$ cat src/rtl/core/fsdp_pkg.sv
// Package: constants, handshake structs and FSM type for the FFT size planner.
`default_nettype none
package fsdp_pkg;
	localparam int SIZE_LOG2_MAX = 24;
	localparam int BASE_MAX      = 256;
	localparam int SIZE_W        = 25;
	localparam int BASE_W        = 9;
	localparam int SQ_W          = 17;
	localparam int SQ2_W         = 33;
	localparam int CAND_W        = 13;
	localparam int CC_W          = 2 * CAND_W;
	localparam int DVS_W         = 13;
	localparam int DIV_STEPS     = SIZE_W;
	localparam int DIV_CNT_W     = $clog2(DIV_STEPS);
	localparam logic [SIZE_W-1:0] SIZE_LIMIT = SIZE_W'(1) << SIZE_LOG2_MAX;

	typedef struct packed {
		logic              go;
		logic [SIZE_W-1:0] dividend;
		logic [DVS_W-1:0]  divisor;
	} div_req_t;

	typedef struct packed {
		logic              done;
		logic [SIZE_W-1:0] quo;
		logic [DVS_W-1:0]  rem;
	} div_rsp_t;

	typedef enum logic [10:0] {
		S_IDLE      = 11'b000_0000_0001,
		S_START     = 11'b000_0000_0010,
		S_CLASS     = 11'b000_0000_0100,
		S_SPL_ISSUE = 11'b000_0000_1000,
		S_SPL_WAIT  = 11'b000_0001_0000,
		S_SQ2       = 11'b000_0010_0000,
		S_L2_GATE   = 11'b000_0100_0000,
		S_L2_SQ     = 11'b000_1000_0000,
		S_L2_TEST   = 11'b001_0000_0000,
		S_L2_WAIT   = 11'b010_0000_0000,
		S_R_CHK     = 11'b100_0000_0000
	} state_t;

	typedef enum logic [1:0] {
		CTX_L1 = 2'd0,
		CTX_C  = 2'd1,
		CTX_R  = 2'd2
	} ctx_t;

	function automatic logic [BASE_W-1:0] clamp_base(input logic [BASE_W-1:0] b);
		logic [BASE_W-1:0] r;
		r = b;
		if (b < BASE_W'(2))
			r = BASE_W'(2);
		else if (b > BASE_W'(BASE_MAX))
			r = BASE_W'(BASE_MAX);
		return r;
	endfunction
endpackage
`default_nettype wire

$ cat src/rtl/core/fsdp_div.sv
// Shared restoring divider, one quotient bit per cycle.
`default_nettype none
module fsdp_div (
	input  wire                clk,
	input  wire                arst_n,
	input  fsdp_pkg::div_req_t req,
	output fsdp_pkg::div_rsp_t rsp
);
	import fsdp_pkg::*;

	logic [SIZE_W-1:0]    dvd_q;
	logic [DVS_W-1:0]     dvs_q;
	logic [DVS_W-1:0]     rem_q;
	logic [DIV_CNT_W-1:0] cnt_q;
	logic                 busy_q;
	logic                 done_q;
	logic [DVS_W:0]       rem_sh;
	logic [DVS_W:0]       diff;
	logic                 ge;

	assign rem_sh = {rem_q, dvd_q[SIZE_W-1]};
	assign ge     = rem_sh >= {1'b0, dvs_q};
	assign diff   = rem_sh - {1'b0, dvs_q};

	always_ff @(posedge clk or negedge arst_n) begin
		if (!arst_n) begin
			busy_q <= 1'b0;
			done_q <= 1'b0;
		end else begin
			done_q <= 1'b0;
			if (req.go) begin
				busy_q <= 1'b1;
			end else if (busy_q && cnt_q == DIV_CNT_W'(DIV_STEPS - 1)) begin
				busy_q <= 1'b0;
				done_q <= 1'b1;
			end
		end
	end

	always_ff @(posedge clk) begin
		if (req.go) begin
			dvd_q <= req.dividend;
			dvs_q <= req.divisor;
			rem_q <= '0;
			cnt_q <= '0;
		end else if (busy_q) begin
			dvd_q <= {dvd_q[SIZE_W-2:0], ge};
			rem_q <= ge ? diff[DVS_W-1:0] : rem_sh[DVS_W-1:0];
			cnt_q <= cnt_q + DIV_CNT_W'(1);
		end
	end

	assign rsp.done = done_q;
	assign rsp.quo  = dvd_q;
	assign rsp.rem  = rem_q;
endmodule
`default_nettype wire

$ cat src/rtl/core/fft_size_decomposition_planner.sv
// Top level: FFT size planner sequencer around a shared divider.
//
// Usage: write base_points on the cfg channel (cfg_valid/cfg_ready, always ready)
// while the block is idle; it resets to 16 and is clamped to 2..256 internally.
// Pulse start with xform_len while busy is low; the item is taken at that edge
// and busy stays high until the plan is out. The plan appears on the result
// ports for one cycle with done high; the receiver cannot stall, so it must
// capture it then. One item at a time.
// Search: out-of-range and native sizes finish in the classify state. Each
// divisor trial uses the shared divider; a level-1 search tries divisors from
// the clamped base_points downward, at most to 1. The level-2 search tries
// candidates c = 1, 2, ... with c*c <= size (up to 4096), each with one
// divider trial plus, for a candidate that divides, up to two more level-1 searches.
// Reset: returns to idle, drops done and busy, and loads base_points with 16.
`default_nettype none
module fft_size_decomposition_planner (
	input  wire                          clk,
	input  wire                          arst_n,
	input  wire                          cfg_valid,
	output logic                         cfg_ready,
	input  wire  [fsdp_pkg::BASE_W-1:0]  cfg_data,
	input  wire                          start,
	output logic                         busy,
	input  wire  [fsdp_pkg::SIZE_W-1:0]  xform_len,
	output logic                         done,
	output logic                         plan_valid,
	output logic [1:0]                   plan_level,
	output logic [16:0]                  row_count,
	output logic [16:0]                  column_count,
	output logic [1:0]                   sub_count,
	output logic [8:0]                   first_sub_factor,
	output logic [8:0]                   first_sub_cofactor,
	output logic [8:0]                   second_sub_factor,
	output logic [8:0]                   second_sub_cofactor
);
	import fsdp_pkg::*;

	state_t            state_q;
	ctx_t              ctx_q;
	logic [BASE_W-1:0] base_q;
	logic [SIZE_W-1:0] size_q;
	logic [BASE_W-1:0] bc_q;
	logic [SQ_W-1:0]   sq_q;
	logic [SQ2_W-1:0]  sq2_q;
	logic [CAND_W-1:0] c_q;
	logic [CC_W-1:0]   cc_q;
	logic [SIZE_W-1:0] r_q;
	logic [SQ_W-1:0]   f_q;
	logic [BASE_W-1:0] d_q;
	logic [BASE_W-1:0] cd_q;
	logic [BASE_W-1:0] cq_q;
	logic              done_q;
	div_req_t          dreq;
	div_rsp_t          drsp;
	logic              c_big;
	logic              spl_hit;
	logic              c_ok;

	fsdp_div u_div (
		.clk    (clk),
		.arst_n (arst_n),
		.req    (dreq),
		.rsp    (drsp)
	);

	assign c_big   = {4'b0, c_q} > {4'b0, bc_q};
	assign spl_hit = drsp.rem == '0 && drsp.quo <= SIZE_W'(bc_q);
	assign c_ok    = drsp.rem == '0 && SQ_W'(c_q) <= sq_q && drsp.quo <= SIZE_W'(sq_q);

	always_comb begin
		dreq.go       = 1'b0;
		dreq.dividend = SIZE_W'(f_q);
		dreq.divisor  = DVS_W'(d_q);
		if (state_q == S_SPL_ISSUE) begin
			dreq.go = 1'b1;
		end else if (state_q == S_L2_TEST) begin
			dreq.go       = !(cc_q > CC_W'(size_q));
			dreq.dividend = size_q;
			dreq.divisor  = c_q;
		end
	end

	assign cfg_ready = 1'b1;
	assign busy      = state_q != S_IDLE;
	assign done      = done_q;

	always_ff @(posedge clk or negedge arst_n) begin
		if (!arst_n) begin
			base_q <= BASE_W'(16);
		end else if (cfg_valid && cfg_ready) begin
			base_q <= cfg_data;
		end
	end

	always_ff @(posedge clk or negedge arst_n) begin
		if (!arst_n) begin
			state_q <= S_IDLE;
			done_q  <= 1'b0;
		end else begin
			done_q <= 1'b0;
			unique case (state_q)
				S_IDLE: begin
					if (start)
						state_q <= S_START;
				end
				S_START: state_q <= S_CLASS;
				S_CLASS: begin
					if (size_q > SIZE_LIMIT || size_q <= SIZE_W'(bc_q)) begin
						state_q <= S_IDLE;
						done_q  <= 1'b1;
					end else if (size_q <= SIZE_W'(sq_q)) begin
						state_q <= S_SPL_ISSUE;
					end else begin
						state_q <= S_SQ2;
					end
				end
				S_SPL_ISSUE: state_q <= S_SPL_WAIT;
				S_SPL_WAIT: begin
					if (drsp.done) begin
						if (spl_hit) begin
							if (ctx_q == CTX_C) begin
								state_q <= S_R_CHK;
							end else begin
								state_q <= S_IDLE;
								done_q  <= 1'b1;
							end
						end else if (d_q == BASE_W'(1)) begin
							state_q <= (ctx_q == CTX_L1) ? S_SQ2 : S_L2_SQ;
						end else begin
							state_q <= S_SPL_ISSUE;
						end
					end
				end
				S_SQ2: state_q <= S_L2_GATE;
				S_L2_GATE: begin
					if (SQ2_W'(size_q) > sq2_q) begin
						state_q <= S_IDLE;
						done_q  <= 1'b1;
					end else begin
						state_q <= S_L2_SQ;
					end
				end
				S_L2_SQ: state_q <= S_L2_TEST;
				S_L2_TEST: begin
					if (cc_q > CC_W'(size_q)) begin
						state_q <= S_IDLE;
						done_q  <= 1'b1;
					end else begin
						state_q <= S_L2_WAIT;
					end
				end
				S_L2_WAIT: begin
					if (drsp.done) begin
						if (!c_ok)
							state_q <= S_L2_SQ;
						else if (c_big)
							state_q <= S_SPL_ISSUE;
						else
							state_q <= S_R_CHK;
					end
				end
				S_R_CHK: begin
					if (r_q <= SIZE_W'(bc_q)) begin
						state_q <= S_IDLE;
						done_q  <= 1'b1;
					end else begin
						state_q <= S_SPL_ISSUE;
					end
				end
				default: state_q <= S_IDLE;
			endcase
		end
	end

	always_ff @(posedge clk) begin
		unique case (state_q)
			S_IDLE: begin
				if (start) begin
					size_q <= xform_len;
					bc_q   <= clamp_base(base_q);
				end
			end
			S_START: begin
				sq_q                <= SQ_W'(bc_q) * SQ_W'(bc_q);
				plan_valid          <= 1'b0;
				plan_level          <= 2'd0;
				row_count           <= '0;
				column_count        <= '0;
				sub_count           <= 2'd0;
				first_sub_factor    <= '0;
				first_sub_cofactor  <= '0;
				second_sub_factor   <= '0;
				second_sub_cofactor <= '0;
			end
			S_CLASS: begin
				if (size_q <= SIZE_LIMIT && size_q <= SIZE_W'(bc_q))
					plan_valid <= 1'b1;
				f_q   <= size_q[SQ_W-1:0];
				d_q   <= bc_q;
				ctx_q <= CTX_L1;
			end
			S_SPL_WAIT: begin
				if (drsp.done) begin
					if (spl_hit) begin
						unique case (ctx_q)
							CTX_L1: begin
								plan_valid   <= 1'b1;
								plan_level   <= 2'd1;
								row_count    <= drsp.quo[16:0];
								column_count <= 17'(d_q);
							end
							CTX_C: begin
								cd_q <= d_q;
								cq_q <= drsp.quo[8:0];
							end
							CTX_R: begin
								plan_valid   <= 1'b1;
								plan_level   <= 2'd2;
								row_count    <= r_q[16:0];
								column_count <= 17'(c_q);
								if (c_big) begin
									sub_count           <= 2'd2;
									first_sub_factor    <= cd_q;
									first_sub_cofactor  <= cq_q;
									second_sub_factor   <= d_q;
									second_sub_cofactor <= drsp.quo[8:0];
								end else begin
									sub_count          <= 2'd1;
									first_sub_factor   <= d_q;
									first_sub_cofactor <= drsp.quo[8:0];
								end
							end
							default: ;
						endcase
					end else if (d_q == BASE_W'(1)) begin
						if (ctx_q != CTX_L1)
							c_q <= c_q + CAND_W'(1);
					end else begin
						d_q <= d_q - BASE_W'(1);
					end
				end
			end
			S_SQ2: begin
				sq2_q <= SQ2_W'(sq_q) * SQ2_W'(sq_q);
				c_q   <= CAND_W'(1);
			end
			S_L2_SQ: cc_q <= CC_W'(c_q) * CC_W'(c_q);
			S_L2_WAIT: begin
				if (drsp.done) begin
					r_q <= drsp.quo;
					if (!c_ok) begin
						c_q <= c_q + CAND_W'(1);
					end else begin
						f_q   <= SQ_W'(c_q);
						d_q   <= bc_q;
						ctx_q <= CTX_C;
					end
				end
			end
			S_R_CHK: begin
				if (r_q <= SIZE_W'(bc_q)) begin
					plan_valid   <= 1'b1;
					plan_level   <= 2'd2;
					row_count    <= r_q[16:0];
					column_count <= 17'(c_q);
				end else begin
					f_q   <= r_q[SQ_W-1:0];
					d_q   <= bc_q;
					ctx_q <= CTX_R;
				end
			end
			default: ;
		endcase
	end

`ifndef SYNTH
	a_done_pulse: assert property (@(posedge clk) disable iff (!arst_n)
		done |=> !done)
		else $error("done held longer than one cycle");
	a_take_busy: assert property (@(posedge clk) disable iff (!arst_n)
		start && !busy |=> busy)
		else $error("item taken without going busy");
	a_invalid_zero: assert property (@(posedge clk) disable iff (!arst_n)
		done && !plan_valid |-> plan_level == 2'd0 && sub_count == 2'd0
			&& row_count == '0 && column_count == '0)
		else $error("invalid plan with nonzero fields");
	a_level0_zero: assert property (@(posedge clk) disable iff (!arst_n)
		done && plan_valid && plan_level == 2'd0 |-> row_count == '0
			&& column_count == '0 && sub_count == 2'd0)
		else $error("native plan with split fields");
`endif
endmodule
`default_nettype wire
$ cat config.mk
export PLATFORM = sky130hd
export DESIGN_NAME = fft_size_decomposition_planner
export DESIGN_NICKNAME = d
export VERILOG_FILES = /design/src/rtl/core/fsdp_pkg.sv /design/src/rtl/core/fsdp_div.sv /design/src/rtl/core/fft_size_decomposition_planner.sv
export SDC_FILE = /design/constraint.sdc
export NUM_CORES = 2
export LEC_CHECK = 0
export ABC_CLOCK_PERIOD_IN_PS = 5960
export BUFFER_PORTS_ARGS = -buffer_cell sky130_fd_sc_hd__buf_2
export CORE_MARGIN = 1.5
export CORE_UTILIZATION = 40
export CTS_CLUSTER_DIAMETER = 150
export DETAILED_ROUTE_END_ITERATION = 10
export PLACE_DENSITY = 0.7
export SYNTH_ARGS = -nofsm -noshare
export SYNTH_HDL_FRONTEND = slang
export SYNTH_SLANG_ARGS = --single-unit
export TNS_END_PERCENT = 20
$ cat constraint.sdc
create_clock -name clk -period 5.96 [get_ports clk]
set_input_delay 0.596 -clock clk [delete_from_list [all_inputs] [get_ports clk]]
set_output_delay 0.596 -clock clk [all_outputs]
set_load 0.01 [all_outputs]
=== Yosys cells after proc, flatten, opt, wreduce, memory -nomap -nowiden ===
Index checks and enable logic that the tools add are counted.

* Bits in registers: 348
* Bits of input ports: 38
* Logic and storage cells: 221
* Output and inout port bits: 78

* Bitwise logic cells: 1
* Magnitude comparators: 14
* Eq/ne operators: 33
* Add/subtract/negate cells: 4
* Multiplexer cells: 102
* $mul: 3
* Reduce and logical (&&, ||, !) cells: 32

{| class="wikitable"
|+ Operator list
! kind !! count
|-
| $mux W9 || 23
|-
| $mux W17 || 9
|-
| $pmux W17 S3 || 3
|-
| $pmux W11 S11 || 1
|-
| $mux W13 || 7
|-
| $mux W11 || 7
|-
| $le A25 B9 Y1 || 3
|-
| $pmux W9 S2 || 4
|-
| $pmux W17 S2 || 2
|-
| $le A25 B17 Y1 || 2
|-
| $mux W25 || 2
|-
| $mux W39 || 1
|-
| $pmux W13 S3 || 1
|-
| $mux W38 || 1
|-
| $pmux W9 S4 || 1
|-
| $gt A25 B33 Y1 || 1
|-
| $mul A17 B17 Y33 || 1
|-
| $gt A26 B25 Y1 || 1
|-
| $mul A13 B13 Y26 || 1
|-
| $ne A2 B2 Y1 const B || 13
|-
| $gt A25 B25 Y1 const B || 1
|-
| $le A25 B25 Y1 const B || 1
|-
| $mux W8 || 3
|-
| $mux W2 || 10
|-
| other kinds (52) || 90
|}

=== Longest topological paths before layout ===
* Depth in word-level cells: 6
* Gate-level depth with buffers: 25
* Mapped depth without buffers: 24

=== By module ===
Synthesis repeated with hierarchy kept, for this count alone.

* Cell total of the unflattened synthesis: 2961
* Area, all modules: 31072.3 um^2

{| class="wikitable"
|+ By module, submodules not included
! module !! sequential area each (um^2) !! times used !! cells each !! area an instance (um^2)
|-
| fft_size_decomposition_planner || 8395.6 || 1 || 2706 || 28031.9
|-
| fsdp_div || 1551.5 || 1 || 255 || 3040.4
|}

=== Least setup slack after synthesis ===
Ideal clock, no wire load.

* Path kind: reg-to-reg
* From: reg sq_q[10]
* To: reg sq2_q[30], data pin
* Setup slack: -0.325 ns
* Setup time: 0.259 ns
* Arrival: 6.026 ns
* Data required time: 5.701 ns
* Path buffers: 1
* Cell stages (with the launch flop): 23
* Clock period less this slack: 6.285 ns
* Path through: edfxtp_1 -> clkbuf_1 -> clkinv_1 -> nor2_1 -> inv_1 -> fa_1 -> inv_1 -> fa_1 -> fa_1 -> fa_1 -> fa_1 -> inv_1 -> fa_1 -> inv_1 -> ha_1 -> and3_1 -> nand2_1 -> a2bb2oi_1 -> a31oi_2 -> a31oi_1 -> o2111ai_1 -> a21oi_1 -> xnor2_1

* Cells in the longest elaborated chain, start to end: 1

{| class="wikitable"
|+ Ends and longest elaborated chain
! element !! line !! RTL
|-
| start: declaration || fft_size_decomposition_planner.sv:43 || <nowiki>logic [SQ_W-1:0] sq_q;</nowiki>
|-
| start signal: assignment || fft_size_decomposition_planner.sv:184 || <nowiki>sq_q <= SQ_W'(bc_q) * SQ_W'(bc_q);</nowiki>
|-
| $mul A17 B17 Y33 || fft_size_decomposition_planner.sv:244 || <nowiki>sq2_q <= SQ2_W'(sq_q) * SQ2_W'(sq_q);</nowiki>
|-
| end signal: assignment || fft_size_decomposition_planner.sv:244 ||
|-
| end: declaration || fft_size_decomposition_planner.sv:44 || <nowiki>logic [SQ2_W-1:0] sq2_q;</nowiki>
|}

Every way passes these cells.
A chain may end at the register's enable or synchronous reset.

=== Final worst setup path ===
* From: reg sq_q[2]
* To: reg sq2_q[27], data pin

Same word-level chain as after synthesis.

==> results.cfg <==
[synthesis]
syn_inst = 2935
ys_seq_area_frac = 0.323
yosys_warnings = 0
synth_area_um2 = 30800
syn_area_per_cell_um2 = 10.5
synth-seq-cells = 341
yosysTopAreaCellShare = 0.293
synthDistinctLibCells = 84
synth_edf_count = 300
synthTopCellsByArea = edfxtp_1 (29%), fa_1 (20%), ha_1 (14%)
async_flop_share = 0.0674
synth_ff_type = edfxtp_1
yosysTopAreaCell = edfxtp_1

[detailed_routing]
drt-total-wl_um = 79100
viasPerCell = 5.21
drtIter0Drc = 1340
firstDrtPassIters = 7
drc = 0
vias = 22200
routedWlPerCell_um = 18.5
drtAntennaViolNets = 0

[clocking]
ctsHoldBuffers = 0
clk_pin_slew_ps = 70
clk_latency_ps = 590
cts_root_buf = clkbuf_16
cts_buffers = 38
clock_sink_count = 341
cts_max_path_buffers = 3
cts_tree = built
cts-htree-levels = 2

[timing]
fin_setup_tns_ps = 0
worstMarginPinSlew_ps = 1160
maxSlewHeadroom = 0.227
fmax_mhz = 168
timing.final.crit_share = 0.996
report.final.slew_viol_count = 0
grt_setup_unrepaired = yes
skew_ps = 38.1
hold_viol = 0
period_minus_slack_ps = 5940
setup_viol = 0

[cells_and_area]
nFillCells = 6941
drive_above_1_share = 0.163
layout_commonest_cell = inv_1
fin_util = 0.470
final_cell_mix = inv_1 (467), ha_1 (341), fa_1 (301), edfxtp_1 (300), nor2_1 (245)
nNetsFinal = 3903
design_area_um2 = 35700
area_growth_pct = 16.1

[floorplan]
io_pins = 116
die_w_um = 280
initial_core_util = 0.405
fp.coreArea_um2 = 76100
core.rowCount = 101
dieArea_um2 = 78600
die_y_um = 280

[run]
drv_cap = 0

[grt]
grt.overflow.total = 0
grt_max_degree = 48
antenna_found_initial = 3
grt_use_total = 0.203
grt_first_pass_wirelength_um = 123000
grt_pass1_vias = 22200

[worst_setup_path]
critical_path_class = reg2reg
cp.required_ps = 6290
r2r.worst_path.cells = 22
worst-r2r-setup-slack_ps = 20
path_depth = 22
cp-endpoint = sq2_q[27]
critPathLaunch = sq_q[2]
r2r_end = sq2_q[27]
crit_top_cell = fa_1
startpoint_type = flip-flop
cpMaxStageDelayCell = fa_1
cp_max_fo = 5
max_stage_delay_ps = 540
crit_family = adder cells
path_cells = inv_2 > buf_6 > nor2_4 > inv_2 > fa_1 > fa_1 > inv_1 > fa_2 > inv_2 > fa_1 > fa_1 > fa_1 > inv_2 > ha_4 > nand4_1 > or3_4 > a31oi_4 > o211ai_1 > a31oi_1 > nor2_1 > buf_4 > xnor2_2
end_kind = flip-flop
cp.buffers_inverters = 7
arrival_ps = 6270
regToRegStartpoint = sq_q[2]

[worst_hold_path]
hp-class = in2async

[placement]
place_area_um2 = 33700
gp_congestion = 0.948
dpl.hpwl_um = 62600
port_buffers = 110

[run_status]
outcome = complete, no violations
[repair_timing]
action                     in CTS  in global routing
setup buffers                   5                 20
pin swaps                      13                 89
gates resized for setup        20                 95
setup endpoints to repair       8                 14
[worst min path at each step]
stage | endpoint | slack, ps | startpoint | depth (start not counted)
2_1_floorplan | base_q[0] | 300 | arst_n | 0
6_report | state_q[3] | 50 | arst_n | 1
5_1_grt | base_q[1] | 70 | arst_n | 1
3_5_place_dp | r_q[22] | 480 | u_div.dvd_q[22] | 0
4_1_cts | state_q[3] | 30 | arst_n | 1
3_3_place_gp | r_q[24] | 470 | u_div.dvd_q[24] | 0
[flip-flops by register name (all words and copies together) (netlist names), 11 cells and up]
register and flops:
sq2_q 32, cc_q 25, r_q 25, size_q 25
u_div.dvd_q 25, f_q 17, row_count 17, sq_q 16
c_q 13, column_count 13, u_div.dvs_q 13, u_div.rem_q 13
state_q 11
[layout make-up]
cell class,instances,area (um^2),area share
multi-input cells,2026,19200,0.537
inverters,495,1870,0.0523
repair buffers,300,2090,0.0586
flip-flops and latches,341,9950,0.278
well taps,1030,1290,0.0361
diodes,1,2.50,0.0000700
clock inverters,30,379,0.0106
clock buffers,40,958,0.0268
[synth_stat cells, types with 14 or more instances]
| master | instances |
|---|---|
| a21o_1 | 52 |
| a21oi_1 | 114 |
| a22o_1 | 30 |
| a22oi_1 | 14 |
| a31oi_1 | 16 |
| and2_1 | 92 |
| clkbuf_1 | 68 |
| dfrtp_1 | 21 |
| dfxtp_1 | 18 |
| edfxtp_1 | 300 |
| fa_1 | 308 |
| ha_1 | 355 |
| inv_1 | 484 |
| mux2_2 | 21 |
| mux2i_1 | 31 |
| nand2_1 | 202 |
| nand2b_1 | 17 |
| nand3_1 | 23 |
| nand4_1 | 35 |
| nor2_1 | 264 |
| nor2b_1 | 35 |
| nor3_1 | 28 |
| nor4_1 | 28 |
| o21a_1 | 23 |
| o21ai_0 | 63 |
| xnor2_1 | 75 |
| xor2_1 | 27 |
[kinds of logic after synthesis]
logic type / count (synthesis) / share of synthesized area
buffers and inverters: 584 / 0.0728
adder cells (fa/ha/maj): 663 / 0.345
flip-flops: 341 / 0.323
AO/OA/AOI/OAI: 411 / 0.0916
AND/OR/NAND/NOR: 780 / 0.121
XOR/XNOR: 102 / 0.0290
other: 2 / 0.000244
multiplexers: 52 / 0.0178
[through the flow]
stage          std cells  setup WS (ps)  hold slack (ps)
2_1_floorplan       2951           13.3              300
3_3_place_gp        4168          -32.3              472
3_5_place_dp        4168           -132              480
4_1_cts             4243          -1.12             35.0
5_1_grt             4262           -177             71.4
6_report            4263           21.0             45.3
[layer usage]
metal / GRT usage / part of all wire / up-vias
met2: 0.336 / 0.47 / 703
met5: 0 / 0.00028 / -
met3: 0.0288 / 0.065 / 136
met1: 0.270 / 0.42 / 11000
met4: 0.0732 / 0.037 / 4
li1: - / - / 10400
[worst register-to-register path, stage by stage, from the launching register on]
cell and delay (ps):
edfxtp_1 370, inv_2 90, buf_6 120, nor2_4 110
inv_2 50, fa_1 490, fa_1 540, inv_1 50
fa_2 520, inv_2 40, fa_1 520, fa_1 430
fa_1 500, inv_2 50, ha_4 280, nand4_1 130
or3_4 420, a31oi_4 230, o211ai_1 190, a31oi_1 200
nor2_1 70, buf_4 150, xnor2_2 130
Power is left out: the tool's default activity adds up to more than one toggle a clock period on the data nets, which glitch-free logic cannot reach.
